$ cat src/mrs_pkg.sv
package mrs_pkg;

    // Event kind codes on the result channel
    localparam logic [2:0] KIND_REALTIME = 3'd0;
    localparam logic [2:0] KIND_NOTE_ON  = 3'd1;
    localparam logic [2:0] KIND_NOTE_OFF = 3'd2;
    localparam logic [2:0] KIND_CTRL     = 3'd3;
    localparam logic [2:0] KIND_PITCH    = 3'd4;

    // MIDI status byte values and boundaries
    localparam logic [7:0] ST_NONE     = 8'h00;
    localparam logic [7:0] ST_NOTE_OFF = 8'h80;
    localparam logic [7:0] ST_NOTE_ON  = 8'h90;
    localparam logic [7:0] ST_CTRL     = 8'hB0;
    localparam logic [7:0] ST_PROGRAM  = 8'hC0;
    localparam logic [7:0] ST_PITCH    = 8'hE0;
    localparam logic [7:0] ST_SYSTEM   = 8'hF0;
    localparam logic [7:0] ST_SONG_POS = 8'hF2;
    localparam logic [7:0] ST_SONG_SEL = 8'hF3;
    localparam logic [7:0] ST_TUNE     = 8'hF6;
    localparam logic [7:0] ST_REALTIME = 8'hF8;
    localparam logic [7:0] ST_HI_MASK  = 8'hF0;

    // Parser state carried from byte to byte
    typedef struct packed {
        logic [7:0] running_status;
        logic       second_pending;
        logic [7:0] held_data;
    } t_state;

    // One decoded event
    typedef struct packed {
        logic       valid;
        logic [2:0] event_kind;
        logic [7:0] first_data;
        logic [6:0] second_data;
        logic [7:0] realtime_byte;
    } t_event;

endpackage

$ cat src/mrs_decode.sv
module mrs_decode
    import mrs_pkg::*;
(
    input  logic [7:0] i_byte,
    input  t_state     i_state,
    output t_state     o_state,
    output t_event     o_event
);

    // Single-pass decode of one byte against the current state
    always_comb begin
        o_state = i_state;
        o_event = '0;
        if (i_byte[7]) begin
            // Status byte: realtime passes through, others become running status
            if (i_byte >= ST_REALTIME) begin
                o_event.valid         = 1'b1;
                o_event.event_kind    = KIND_REALTIME;
                o_event.realtime_byte = i_byte;
            end else begin
                o_state.running_status = i_byte;
                o_state.second_pending = 1'b0;
                if (i_byte == ST_TUNE) begin
                    o_state.held_data = i_byte;
                end
            end
        end else if (i_state.second_pending) begin
            // Second data byte completes a two-byte message
            o_state.second_pending = 1'b0;
            o_state.running_status = i_state.running_status & ST_HI_MASK;
            o_event.first_data     = i_state.held_data;
            o_event.second_data    = i_byte[6:0];
            priority if (o_state.running_status == ST_NOTE_ON) begin
                o_event.valid      = 1'b1;
                o_event.event_kind = (i_byte == 8'd0) ? KIND_NOTE_OFF : KIND_NOTE_ON;
            end else if (o_state.running_status == ST_NOTE_OFF) begin
                o_event.valid      = 1'b1;
                o_event.event_kind = KIND_NOTE_OFF;
            end else if (o_state.running_status == ST_PITCH) begin
                o_event.valid      = 1'b1;
                o_event.event_kind = KIND_PITCH;
            end else if (o_state.running_status == ST_CTRL) begin
                o_event.valid      = 1'b1;
                o_event.event_kind = KIND_CTRL;
            end else begin
                o_event.valid = 1'b0;
            end
        end else if (i_state.running_status != ST_NONE) begin
            // First data byte under the running status
            priority if (i_state.running_status < ST_PROGRAM) begin
                o_state.second_pending = 1'b1;
                o_state.held_data      = i_byte;
            end else if (i_state.running_status < ST_PITCH) begin
                o_state.held_data = i_byte;
            end else if (i_state.running_status < ST_SYSTEM) begin
                o_state.second_pending = 1'b1;
                o_state.held_data      = i_byte;
            end else if (i_state.running_status == ST_SONG_POS) begin
                o_state.running_status = ST_NONE;
                o_state.second_pending = 1'b1;
                o_state.held_data      = i_byte;
            end else if (i_state.running_status == ST_SONG_SEL) begin
                o_state.running_status = ST_NONE;
                o_state.held_data      = i_byte;
            end else begin
                o_state.running_status = ST_NONE;
            end
        end
    end

endmodule

$ cat src/midi_running_status_parser.sv
// A byte is taken into the input register, decoded there, and its event loads the output register once free.
// One byte per cycle while no event waits on a stalled output; parser state updates as each byte advances.
// A byte without an event never waits; one with an event waits only for a free
// output register. Input register plus output register decouple the two sides.
// Reset (synchronous, active low) empties both stages and zeroes the parser state.
module midi_running_status_parser
    import mrs_pkg::*;
(
    input  logic       i_clk,
    input  logic       i_rst_n,
    input  logic       i_rx_valid,
    output logic       o_rx_ready,
    input  logic [7:0] i_rx_byte,
    output logic       o_ev_valid,
    input  logic       i_ev_ready,
    output logic [2:0] o_event_kind,
    output logic [7:0] o_first_data,
    output logic [6:0] o_second_data,
    output logic [7:0] o_realtime_byte
);

    logic       r_in_valid;
    logic [7:0] r_in_byte;
    t_state     r_state;
    t_state     n_state;
    t_event     n_event;
    logic       r_out_valid;
    t_event     r_out;
    logic       out_free;
    logic       advance;

    mrs_decode u_decode (
        .i_byte  (r_in_byte),
        .i_state (r_state),
        .o_state (n_state),
        .o_event (n_event)
    );

    // Byte leaves the input register when its event, if any, has a slot
    assign out_free   = !r_out_valid || i_ev_ready;
    assign advance    = r_in_valid && (!n_event.valid || out_free);
    assign o_rx_ready = !r_in_valid || advance;

    // Input register
    always_ff @(posedge i_clk) begin
        if (!i_rst_n) begin
            r_in_valid <= 1'b0;
        end else if (o_rx_ready) begin
            r_in_valid <= i_rx_valid;
        end
        if (o_rx_ready && i_rx_valid) begin
            r_in_byte <= i_rx_byte;
        end
    end

    // Parser state
    always_ff @(posedge i_clk) begin
        if (!i_rst_n) begin
            r_state <= '0;
        end else if (advance) begin
            r_state <= n_state;
        end
    end

    // Output register
    always_ff @(posedge i_clk) begin
        if (!i_rst_n) begin
            r_out_valid <= 1'b0;
        end else if (out_free) begin
            r_out_valid <= advance && n_event.valid;
        end
        if (out_free && advance && n_event.valid) begin
            r_out <= n_event;
        end
    end

    assign o_ev_valid      = r_out_valid;
    assign o_event_kind    = r_out.event_kind;
    assign o_first_data    = r_out.first_data;
    assign o_second_data   = r_out.second_data;
    assign o_realtime_byte = r_out.realtime_byte;

endmodule

$ cat config.mk
export PLATFORM = sky130hd
export DESIGN_NAME = midi_running_status_parser
export DESIGN_NICKNAME = d
export VERILOG_FILES = /design/src/mrs_pkg.sv /design/src/mrs_decode.sv /design/src/midi_running_status_parser.sv
export SDC_FILE = /design/constraint.sdc
export NUM_CORES = 1
export LEC_CHECK = 0
export ABC_AREA = 1
export BUFFER_PORTS_ARGS = -buffer_cell sky130_fd_sc_hd__buf_4
export CAP_MARGIN = 20
export CELL_PAD_IN_SITES_DETAIL_PLACEMENT = 1
export CELL_PAD_IN_SITES_GLOBAL_PLACEMENT = 2
export CORE_AREA = 2 2 83 85
export CTS_CLUSTER_SIZE = 30
export DETAILED_ROUTE_END_ITERATION = 7
export DIE_AREA = 0 0 85 87
export HOLD_SLACK_MARGIN = 0.05
export PLACE_DENSITY = 0.89
export SYNTH_ARGS = -nofsm -noshare
export SYNTH_HDL_FRONTEND = slang
export SYNTH_SLANG_ARGS = --single-unit
$ cat constraint.sdc
create_clock -name i_clk -period 3.43 [get_ports i_clk]
set_input_delay 0.686 -clock i_clk [delete_from_list [all_inputs] [get_ports i_clk]]
set_output_delay 0.686 -clock i_clk [all_outputs]
set_load 0.005 [all_outputs]
==> results by group, run 1 <==
Floorplanning
  – DIE AREA: 0.00740 sq mm
  – Overall die width: 85 microns
  – Core outline area: 0.00657 sq mm
  – Num ports: 40
  – # rows: 30
  – Starting density of the core: 0.350
  – Y dimension of the die: 87 microns

Cells and area
  – Share of post-route cells with drive strength above 1: 0.247
  – Post-route standard cell area excluding fillers: 0.00274 sq mm
  – Final net count: 299
  – Total inserted antenna cells: 0
  – Area Growth Syn to Fin: 19.1%
  – Number of fillers in the final layout: 782

STA
  – Number of failing hold endpoints at the final stage: 0
  – Worst Tran Pin Value: 0.555 ns
  – Worst path setup slack after routing: 0.853 ns
  – Final period util: 0.751
  – Highest clock frequency the design can meet: 0.388 GHz
  – Clock Skews: 0.00571 ns
  – Unrepaired setup endpoints after global routing: false
  – Max-Slew Margin vs Limit: 0.630
  – Final critical-path required period: 2.58 ns
  – Final number of setup-violating endpoints: 0
  – Number of pins exceeding their max-slew limit in the final report: 0
  – Worst hold margin: 0.493 ns
  – Setup TNS: 0 ns

CTS
  – Post-CTS clock slew at the launch and capture registers of the worst setup and hold paths: 0.10 ns
  – Root buffer cell: sky130_fd_sc_hd__clkbuf_8
  – Latest clock arrival within the worst-skew pair: 0.30 ns
  – Number of buffers added to fix hold violations after cts: 0
  – Post-cts resize count: 0
  – # H-tree levels: 2
  – TritonCTS clock tree: yes
  – CTS buffer count: 5
  – TritonCTS Sinks: 53
  – Clock Tree Buf Depth: 2
  – Setup Buffers After CTS: 0

Synthesis
  – Distinct cells, synth: 25
  – Warnings, synthesis: 0
  – Number of instances in the synthesized netlist: 246
  – Post-synthesis sequential area ratio: 0.610
  – Post-synthesis instance area: 0.00230 sq mm
  – Share of Yosys cell area claimed by the top area cell type: 0.444
  – Library cell occupying the most area in the post-synthesis netlist: sky130_fd_sc_hd__edfxtp_1
  – Top cells by area, synth: sky130_fd_sc_hd__edfxtp_1 (44%), sky130_fd_sc_hd__dfxtp_1 (17%), sky130_fd_sc_hd__nand2_1 (7.4%)
  – Average cell area after synthesis: 9.34 sq um
  – Synthesized Nets: 258
  – Flip-flop and latch count after synthesis: 53

Worst setup path
  – Critical Path RT: 2.74 ns
  – Setup slack, reg-to-reg: 1.33 ns
  – Largest fanout on the critical path: 12
  – Max stage delay on crit path: 0.59 ns
  – CP arrival: 1.89 ns
  – Kind of end point of the critical path: output port
  – CP startpoint kind: flop
  – Cell Chain, Critical Path: nand2_1 > nor2_1 > nand2_2 > nand3_2 > nand3_1 > buf_4
  – Library cell contributing the largest single delay on the critical path: sky130_fd_sc_hd__edfxtp_1
  – Category of the critical setup timing path: flop to output port

Drt
  – Remaining number of nets flagged by the antenna check after routing: 0
  – Drc violations: 0
  – DRC marker count from the first detailed-route iteration: 83
  – Average wire per cell in the routed design: 13.1 microns
  – Routed via count divided by cell count: 4.58
  – Vias after detailed routing: 1687
  – DR pass1 iterations: 4
  – Final wirelength: 4810 microns
  – Top routing layer used: met4
  – Post-route met1 wirelength: 2250 microns
  – Met2 wire len: 2310 microns
  – Routed length on met3: 183 microns

Place
  – Post-placement cell area: 0.00265 sq mm
  – Input/output buffers: 39
  – Final weighted congestion in routability-driven placement: 0.786
  – Pre-CTS setup slack: 1.17 ns
  – Detailed Place HPWL: 3520 microns

Pwr
  – Worst ir drop on vdd: 0.220 mV
  – Pwr Density: 425 mW/mm^2
  – Leakage Power: 1.24 nW

Global route
  – Largest net degree at the start of global routing: 28
  – Number of antenna violations at the first check in global routing: 0
  – Wire length of the first global-routing pass: 7890 microns
  – Global-route congestion overflow total: 0
  – Vias in the first global route: 1690
  – Combined global-route utilization of all metal layers: 0.136

Hold path
  – Kind of path behind the tightest hold check: flop to flop

Outcome
  – Status: finished clean

Run
  – Max-cap violations: 0
[per-stage QoR]
step | utilization | cells | total power [W]
2_1_floorplan | - | 246 | 0.000797
3_3_place_gp | 0.403 | 360 | 0.000826
3_5_place_dp | 0.403 | 360 | 0.000829
4_1_cts | 0.417 | 368 | 0.00117
5_1_grt | 0.417 | 368 | 0.00121
6_report | 0.417 | 368 | 0.00116
[synthesized netlist by cell type, drive strengths merged]
library cell / n
inv: 44
nand3: 9
a21oi: 10
dfxtp: 19
nand3b: 1
buf: 3
o21bai: 1
clkbuf: 3
edfxtp: 34
nand4: 5
o21ai: 6
nor2: 58
nor3: 1
nand2: 51
clkinv: 1
[report_power, final]
| group | internal, W | switching [W] | total (W) | leakage, nW |
|---|---|---|---|---|
| Combinational | 0.0000372 | 0.0000655 | 0.000103 | 0.722 |
| Sequential | 0.000693 | 0.0000172 | 0.000711 | 0.477 |
| Clock | 0.000146 | 0.000205 | 0.000351 | 0.0456 |
[critical path, delay by kind of cell, from the launching register on]
kind | cells | cell delay, ns
flops | 1 | 0.59
buf+inv | 1 | 0.16
simple gates | 5 | 0.83
[kinds of logic after synthesis]
| kind of cell | after synthesis | share of synthesized area |
|---|---|---|
| simple gates | 125 | 0.258 |
| buf+inv | 51 | 0.0942 |
| flops | 53 | 0.610 |
| compound gates | 17 | 0.0381 |
[cell usage in the layout, fill, tap and decap left out, types with 2 or more instances in the layout]
cell / instances
sky130_fd_sc_hd__nor2_1: 45
sky130_fd_sc_hd__nand4_1: 5
sky130_fd_sc_hd__a21oi_1: 10
sky130_fd_sc_hd__nand2_2: 5
sky130_fd_sc_hd__clkbuf_8: 5
sky130_fd_sc_hd__inv_2: 2
sky130_fd_sc_hd__edfxtp_1: 34
sky130_fd_sc_hd__dfxtp_1: 19
sky130_fd_sc_hd__o21ai_0: 6
sky130_fd_sc_hd__nand3_2: 2
sky130_fd_sc_hd__buf_4: 40
sky130_fd_sc_hd__inv_1: 42
sky130_fd_sc_hd__nand2_1: 45
sky130_fd_sc_hd__nand3_1: 6
sky130_fd_sc_hd__nor2_2: 11
[cell type report]
cell class	count	area, sq um	area share
clock buffer	6	72.6	0.0265
clock inverter	2	13.8	0.00503
inverter	45	169	0.0617
multi-input combinational	142	679	0.248
sequential	53	1400	0.512
tap	80	100	0.0366
timing repair buffer	40	300	0.110
[layer usage]
layer / vias to the layer above / track usage
met5: - / 0
li1: 845 / -
met2: 32 / 0.238
met1: 805 / 0.171
met3: 5 / 0.0275
met4: 0 / 0.0390
[registers in the layout, summed over array words and instances, names as in the netlist]
signal,cells
r_in_valid,1
o_second_data,7
r_state,17
o_ev_valid,1
o_event_kind,3
o_realtime_byte,8
o_first_data,8
r_in_byte,8
[final timing paths]
check / depth (start not counted) / endpoint / startpoint
max: 6 / o_rx_ready / r_in_byte[7]
min: 2 / r_state[7] / r_state[7]
min reg2reg: 2 / r_state[7] / r_state[7]
max reg2reg: 7 / o_second_data[6] / r_in_byte[7]
No activity file was read; power rests on OpenSTA's default activity.
==> run 2, diff against run 1 <==
Settings changed: CORE_AREA 2 2 83 85 to 2 2 86 88, DIE_AREA 0 0 85 87 to 0 0 88 90, PLACE_DENSITY 0.89 to 0.84.
Clock period 3.43 ns to 2.5 ns, I/O delays scaled along.
==> results by group, run 2 (synthesized netlist as in run 1, its figures left out) <==
Global route
  – Wire length of the first global-routing pass: 8150 microns (+3.2%)
  – Number of antenna violations at the first check in global routing: 0 (unchanged)
  – Vias in the first global route: 1689 (-0.059%)
  – Combined global-route utilization of all metal layers: 0.133 (-0.00254)
  – Global-route congestion overflow total: 0 (unchanged)
  – Largest net degree at the start of global routing: 24 (-14%)

Cells and area
  – Largest register by flop count: r_state
  – Number of flip-flops in the largest register: 17 (unchanged)
  – Multi-input gate area in the final layout: 679 sq um (unchanged)
  – Share of post-route cells with drive strength above 1: 0.259 (+0.0129)
  – Number of fillers in the final layout: 851 (+8.8%)
  – Final net count: 304 (+1.7%)
  – Total inserted antenna cells: 0 (unchanged)
  – Leading cell types in the layout, fill and taps excluded: sky130_fd_sc_hd__nand2_1 (45), sky130_fd_sc_hd__nor2_1 (45), sky130_fd_sc_hd__buf_4 (44)
  – Storage cell area: 0.00140 sq mm (unchanged)
  – Area Growth Syn to Fin: 22.3%

Floorplanning
  – # rows: 31 (+3.3%)
  – Num ports: 40 (unchanged)
  – DIE AREA: 0.00792 sq mm (+7.1%)
  – Y dimension of the die: 90 microns (+3.4%)
  – Starting density of the core: 0.327 (-0.0225)
  – Overall die width: 88 microns (+3.5%)
  – Core outline area: 0.00702 sq mm (+6.9%)

Run
  – Max-cap violations: 0 (unchanged)

STA
  – Final critical-path required period: 2.28 ns
  – Clock Skews: 0.00845 ns (+0.00274 ns)
  – Final period util: 0.913
  – Final number of setup-violating endpoints: 0 (unchanged)
  – Setup TNS: 0 ns (unchanged)
  – Worst Tran Pin Value: 0.374 ns (-0.181 ns)
  – Worst hold margin: 0.363 ns (-0.130 ns)
  – Number of pins exceeding their max-slew limit in the final report: 0 (unchanged)
  – Max-Slew Margin vs Limit: 0.750 (+0.120)
  – Unrepaired setup endpoints after global routing: false
  – Number of failing hold endpoints at the final stage: 0 (unchanged)
  – Highest clock frequency the design can meet: 0.438 GHz

Worst setup path
  – Max stage delay on crit path: 0.50 ns (-0.09 ns)
  – Family of cells with the greatest summed delay on the critical path: simple AND/OR/NAND/NOR gates
  – Buffers plus inverters on the worst setup path: 1 (unchanged)
  – CP arrival: 1.78 ns (-0.11 ns)
  – CP startpoint kind: flop
  – Kind of end point of the critical path: output port
  – Library cell contributing the largest single delay on the critical path: sky130_fd_sc_hd__edfxtp_1
  – Cell Chain, Critical Path: nand2_1 > nor2_1 > nand2_2 > nand3_2 > nand3_1 > buf_4
  – R2r startpoint: r_in_byte[7]
  – Category of the critical setup timing path: flop to output port
  – Critical Path RT: 2.00 ns (-0.74 ns)
  – Largest fanout on the critical path: 12 (unchanged)
  – Crit. Startpoint: r_in_byte[7]

CTS
  – TritonCTS Sinks: 53 (unchanged)
  – CTS buffer count: 5 (unchanged)
  – Latest clock arrival within the worst-skew pair: 0.31 ns (about the same)
  – TritonCTS clock tree: yes
  – Post-cts resize count: 0 (unchanged)
  – Post-CTS clock slew at the launch and capture registers of the worst setup and hold paths: 0.09 ns (about the same)
  – Clock Tree Buf Depth: 2 (unchanged)
  – Root buffer cell: sky130_fd_sc_hd__clkbuf_8
  – # H-tree levels: 2 (unchanged)

Pwr
  – Cell internal power dissipation: 0.00121 W (+38%)
  – Proportion of power drawn by flip-flops and latches: 0.610 (about the same)
  – Worst ir drop on vdd: 0.195 mV (-12%)
  – Switching Power: 0.000391 W (+36%)
  – Proportion of power drawn by the clock network: 0.298 (-0.003)
  – Combinational Power Share: 0.092 (+0.004)
  – Overall power after layout: 0.00160 W (+37%)
  – Leakage Power: 1.27 nW (+2.1%)
  – Switching power share of the total: 0.245 (-0.00231)
  – Pwr Density: 569 mW/mm^2 (+34%)

Hold path
  – Kind of path behind the tightest hold check: primary input to flop
  – Worst hold start: i_rx_byte[7]

Drt
  – DRC marker count from the first detailed-route iteration: 74 (-11%)
  – Vias after detailed routing: 1684 (-0.18%)
  – DR pass1 iterations: 4 (unchanged)
  – Routed via count divided by cell count: 4.30 (-6.3%)
  – Remaining number of nets flagged by the antenna check after routing: 0 (unchanged)
  – Average wire per cell in the routed design: 12.5 microns (-4.3%)
  – Drc violations: 0 (unchanged)
  – Final wirelength: 4900 microns (+2.0%)

Outcome
  – Status: finished clean

Place
  – Final weighted congestion in routability-driven placement: 0.796 (+1.2%)
  – Detailed Place HPWL: 3660 microns (+4.1%)
  – Input/output buffers: 39 (unchanged)
[run 2: changes by cell type in the layout (fill, tap and decap cells not counted)]
cell,previous run,this run
sky130_fd_sc_hd__buf_4,40,44
sky130_fd_sc_hd__buf_12,0,1
[run 2: final timing paths]
check | depth (start not counted) | slack (ns) | end
setup / recovery | 6 | 0.22 | o_rx_ready
hold / removal | 1 | 0.36 | r_in_byte[7]
setup reg to reg | 8 | 0.50 | o_second_data[3]
hold reg to reg | 2 | 0.49 | r_state[16]
[run 2: metrics by stage]
stage,cell area [sq um],instances,utilization,setup slack (ns)
after floorplan,2300,246,-,0.629
after global placement,2690,380,0.384,0.535
after detailed placement,2690,380,0.384,0.428
after CTS,2780,388,0.396,0.0933
after global routing,2810,392,0.400,0.0624
final,2810,392,0.400,0.217
[run 2: area by class of cell]
cell class / instances / share of cell area
Timing Repair Buffer: 45 / 0.125
Clock buffer: 6 / 0.0258
Tap cell: 99 / 0.0441
Multi-Input combinational cell: 142 / 0.242
Clock inverter: 2 / 0.00490
Sequential cell: 53 / 0.499
Inverter: 45 / 0.0601
[run 2: metal layers]
| metal | GRT usage | share of wire |
|---|---|---|
| met1 | 0.175 | 0.45 |
| met2 | 0.213 | 0.50 |
| met3 | 0.0275 | 0.035 |
| met4 | 0.0538 | 0.019 |
| met5 | 0 | 0 |
[run 2: what timing repair did]
item	4_1_cts	5_1_grt
hold buffers	0	0
endpoints found under the setup margin	0	1
setup buffers	0	4
[run 2: power by group through the flow]
stage / Sequential [W] / Combinational [W] / Clock, W
after floorplan: 0.000986 / 0.000107 / 0
after global placement: 0.000995 / 0.000140 / 0
after detailed placement: 0.000996 / 0.000143 / 0
after CTS: 0.000976 / 0.000144 / 0.000501
after global routing: 0.000979 / 0.000171 / 0.000533
final: 0.000975 / 0.000147 / 0.000477
[run 2: worst register-to-register path, stage by stage, from the launching register on]
cell	delay, ns
sky130_fd_sc_hd__edfxtp_1	0.52
sky130_fd_sc_hd__nand2_1	0.13
sky130_fd_sc_hd__nor2_1	0.07
sky130_fd_sc_hd__nand2_2	0.22
sky130_fd_sc_hd__nand3_2	0.17
sky130_fd_sc_hd__nand2_4	0.11
sky130_fd_sc_hd__nand3_1	0.07
sky130_fd_sc_hd__inv_1	0.20
sky130_fd_sc_hd__buf_12	0.21
==> run 3, diff against run 2 <==
Settings changed: PLACE_DENSITY 0.84 to not set, PLACE_DENSITY_LB_ADDON set to 0.15.
==> results by group, run 3 (synthesized netlist as in run 1, its figures left out) <==
STA
  – Number of failing hold endpoints at the final stage: 0 (unchanged)
  – Worst hold margin: 0.362 ns (-0.000761 ns)
  – Number of pins exceeding their max-slew limit in the final report: 0 (unchanged)
  – Setup TNS: 0 ns (unchanged)
  – Final critical-path required period: 2.13 ns (-0.149 ns)
  – Worst Tran Pin Value: 0.355 ns (-0.0188 ns)
  – Unrepaired setup endpoints after global routing: false
  – Max-Slew Margin vs Limit: 0.763 (+0.0130)
  – Clock Skews: 0.00463 ns (-0.00382 ns)
  – Final number of setup-violating endpoints: 0 (unchanged)
  – Final period util: 0.854 (-0.0597)
  – Highest clock frequency the design can meet: 0.469 GHz (+7.0%)

Drt
  – Average wire per cell in the routed design: 12.9 microns (+3.1%)
  – Remaining number of nets flagged by the antenna check after routing: 0 (unchanged)
  – Final wirelength: 5010 microns (+2.3%)
  – Drc violations: 0 (unchanged)
  – DRC marker count from the first detailed-route iteration: 51 (-31%)
  – Vias after detailed routing: 1676 (-0.48%)
  – DR pass1 iterations: 4 (unchanged)
  – Routed via count divided by cell count: 4.31 (+0.29%)

Floorplanning
  – Starting density of the core: 0.327 (unchanged)
  – DIE AREA: 0.00792 sq mm (unchanged)
  – Core outline area: 0.00702 sq mm (unchanged)
  – Overall die width: 88 microns (unchanged)
  – # rows: 31 (unchanged)
  – Num ports: 40 (unchanged)
  – Y dimension of the die: 90 microns (unchanged)

Place
  – Final weighted congestion in routability-driven placement: 0.733 (-7.9%)
  – Cell count after placement: 381 (+0.26%)
  – Input/output buffers: 39 (unchanged)
  – Detailed Place HPWL: 3600 microns (-1.7%)

CTS
  – Latest clock arrival within the worst-skew pair: 0.31 ns (about the same)
  – # H-tree levels: 2 (unchanged)
  – Number of buffers added to fix hold violations after cts: 0 (unchanged)
  – TritonCTS Sinks: 53 (unchanged)
  – TritonCTS clock tree: yes
  – CTS buffer count: 5 (unchanged)
  – Setup Buffers After CTS: 0 (unchanged)
  – Post-cts resize count: 0 (unchanged)
  – Root buffer cell: sky130_fd_sc_hd__clkbuf_8
  – Clock Tree Buf Depth: 2 (unchanged)
  – Post-CTS clock slew at the launch and capture registers of the worst setup and hold paths: 0.09 ns (about the same)

Global route
  – Busiest metal layer after global routing: met2
  – Combined global-route utilization of all metal layers: 0.136 (+0.00205)
  – Largest net degree at the start of global routing: 28 (+17%)
  – Global routing usage on met2: 0.219 (+0.00631)
  – Number of antenna violations at the first check in global routing: 0 (unchanged)
  – Global-route congestion overflow total: 0 (unchanged)
  – Global routing met3 resource utilization: 0.0303 (+0.00275)
  – Routing usage on met1: 0.181 (+0.00573)
  – Vias in the first global route: 1711 (+1.3%)
  – Wire length of the first global-routing pass: 8280 microns (+1.6%)

Worst setup path
  – Critical Path RT: 2.00 ns (about the same)
  – Library cell contributing the largest single delay on the critical path: sky130_fd_sc_hd__edfxtp_1
  – CP startpoint kind: flop
  – Largest fanout on the critical path: 12 (unchanged)
  – CP arrival: 1.63 ns (-0.15 ns)
  – Category of the critical setup timing path: flop to output port
  – Kind of end point of the critical path: output port
  – Cell Chain, Critical Path: nand2_1 > nor2_1 > nand2_2 > nand3_2 > nand3_1 > buf_4
  – Max stage delay on crit path: 0.40 ns (-0.10 ns)

Cells and area
  – Util after Layout: 0.397 (-0.00356)
  – Area Growth Syn to Fin: 21.2%
  – Number of fillers in the final layout: 830 (-2.5%)
  – Final net count: 301 (-0.99%)
  – Total inserted antenna cells: 0 (unchanged)
  – Leading cell types in the layout, fill and taps excluded: sky130_fd_sc_hd__nand2_1 (45), sky130_fd_sc_hd__nor2_1 (45), sky130_fd_sc_hd__inv_1 (42)
  – Share of post-route cells with drive strength above 1: 0.248 (-0.0111)
  – Post-route insts no fill: 389 (-0.77%)
  – Number of flip-flops in the largest register: 17 (unchanged)
  – Largest register by flop count: r_state

Pwr
  – Pwr Density: 572 mW/mm^2 (+0.66%)
  – Leakage Power: 1.25 nW (-1.7%)
  – Worst ir drop on vdd: 0.199 mV (+2.1%)

Run
  – Max-cap violations: 0 (unchanged)

Hold path
  – Kind of path behind the tightest hold check: primary input to flop

Outcome
  – Status: finished clean
-- run 3: cell types whose count changed in the layout (fill, tap and decap cells not counted), sizes merged --
cell / change
clkbuf: +1
inv: -1
buf: -3
clkinv: -1
clkinvlp: +1
-- run 3: metal layers --
metal	part of all wire	wire length [microns]
met5	0	0
met1	0.49	2450
met4	0.012	60
met3	0.030	152
met2	0.47	2350
-- run 3: stage by stage --
step | instance area [sq um] | total power [W] | setup slack (ns)
after floorplan | 2300 | 0.00109 | 0.629
after global placement | 2700 | 0.00114 | 0.698
after detailed placement | 2700 | 0.00114 | 0.620
after CTS | 2790 | 0.00162 | 0.330
after global routing | 2790 | 0.00167 | 0.170
final | 2790 | 0.00159 | 0.366
-- run 3: path summary, 6_finish.rpt --
kind	start	endpoint	slack [ns]	cells past startpoint
hold / removal	i_rx_byte[0]	r_in_byte[0]	0.36	1
hold reg to reg	r_state[1]	r_state[1]	0.49	2
setup / recovery	r_in_byte[6]	o_rx_ready	0.37	6
setup reg to reg	r_in_byte[6]	r_in_byte[2]	0.65	7
-- run 3: layout make-up --
cell class	instances	area, sq um	area share
inverter	45	169	0.0606
timing repair buffer	42	328	0.118
clock buffer	7	76.3	0.0274
clock inverter	1	7.51	0.00270
sequential	53	1400	0.503
multi-input combinational	142	679	0.244
tap	99	124	0.0445
-- run 3: where the power goes --
group | internal [W] | switching [W] | total (W)
logic | 0.0000533 | 0.0000931 | 0.000146
registers | 0.000951 | 0.0000208 | 0.000972
clock network | 0.000199 | 0.000277 | 0.000476
total | 0.00120 | 0.000391 | 0.00159
-- run 3: critical path: cells and delay by family, from the launching register on --
| kind | cells | cell delay [ns] |
|---|---|---|
| AND/OR/NAND/NOR | 5 | 0.76 |
| flip-flops | 1 | 0.40 |
| buffers and inverters | 1 | 0.17 |
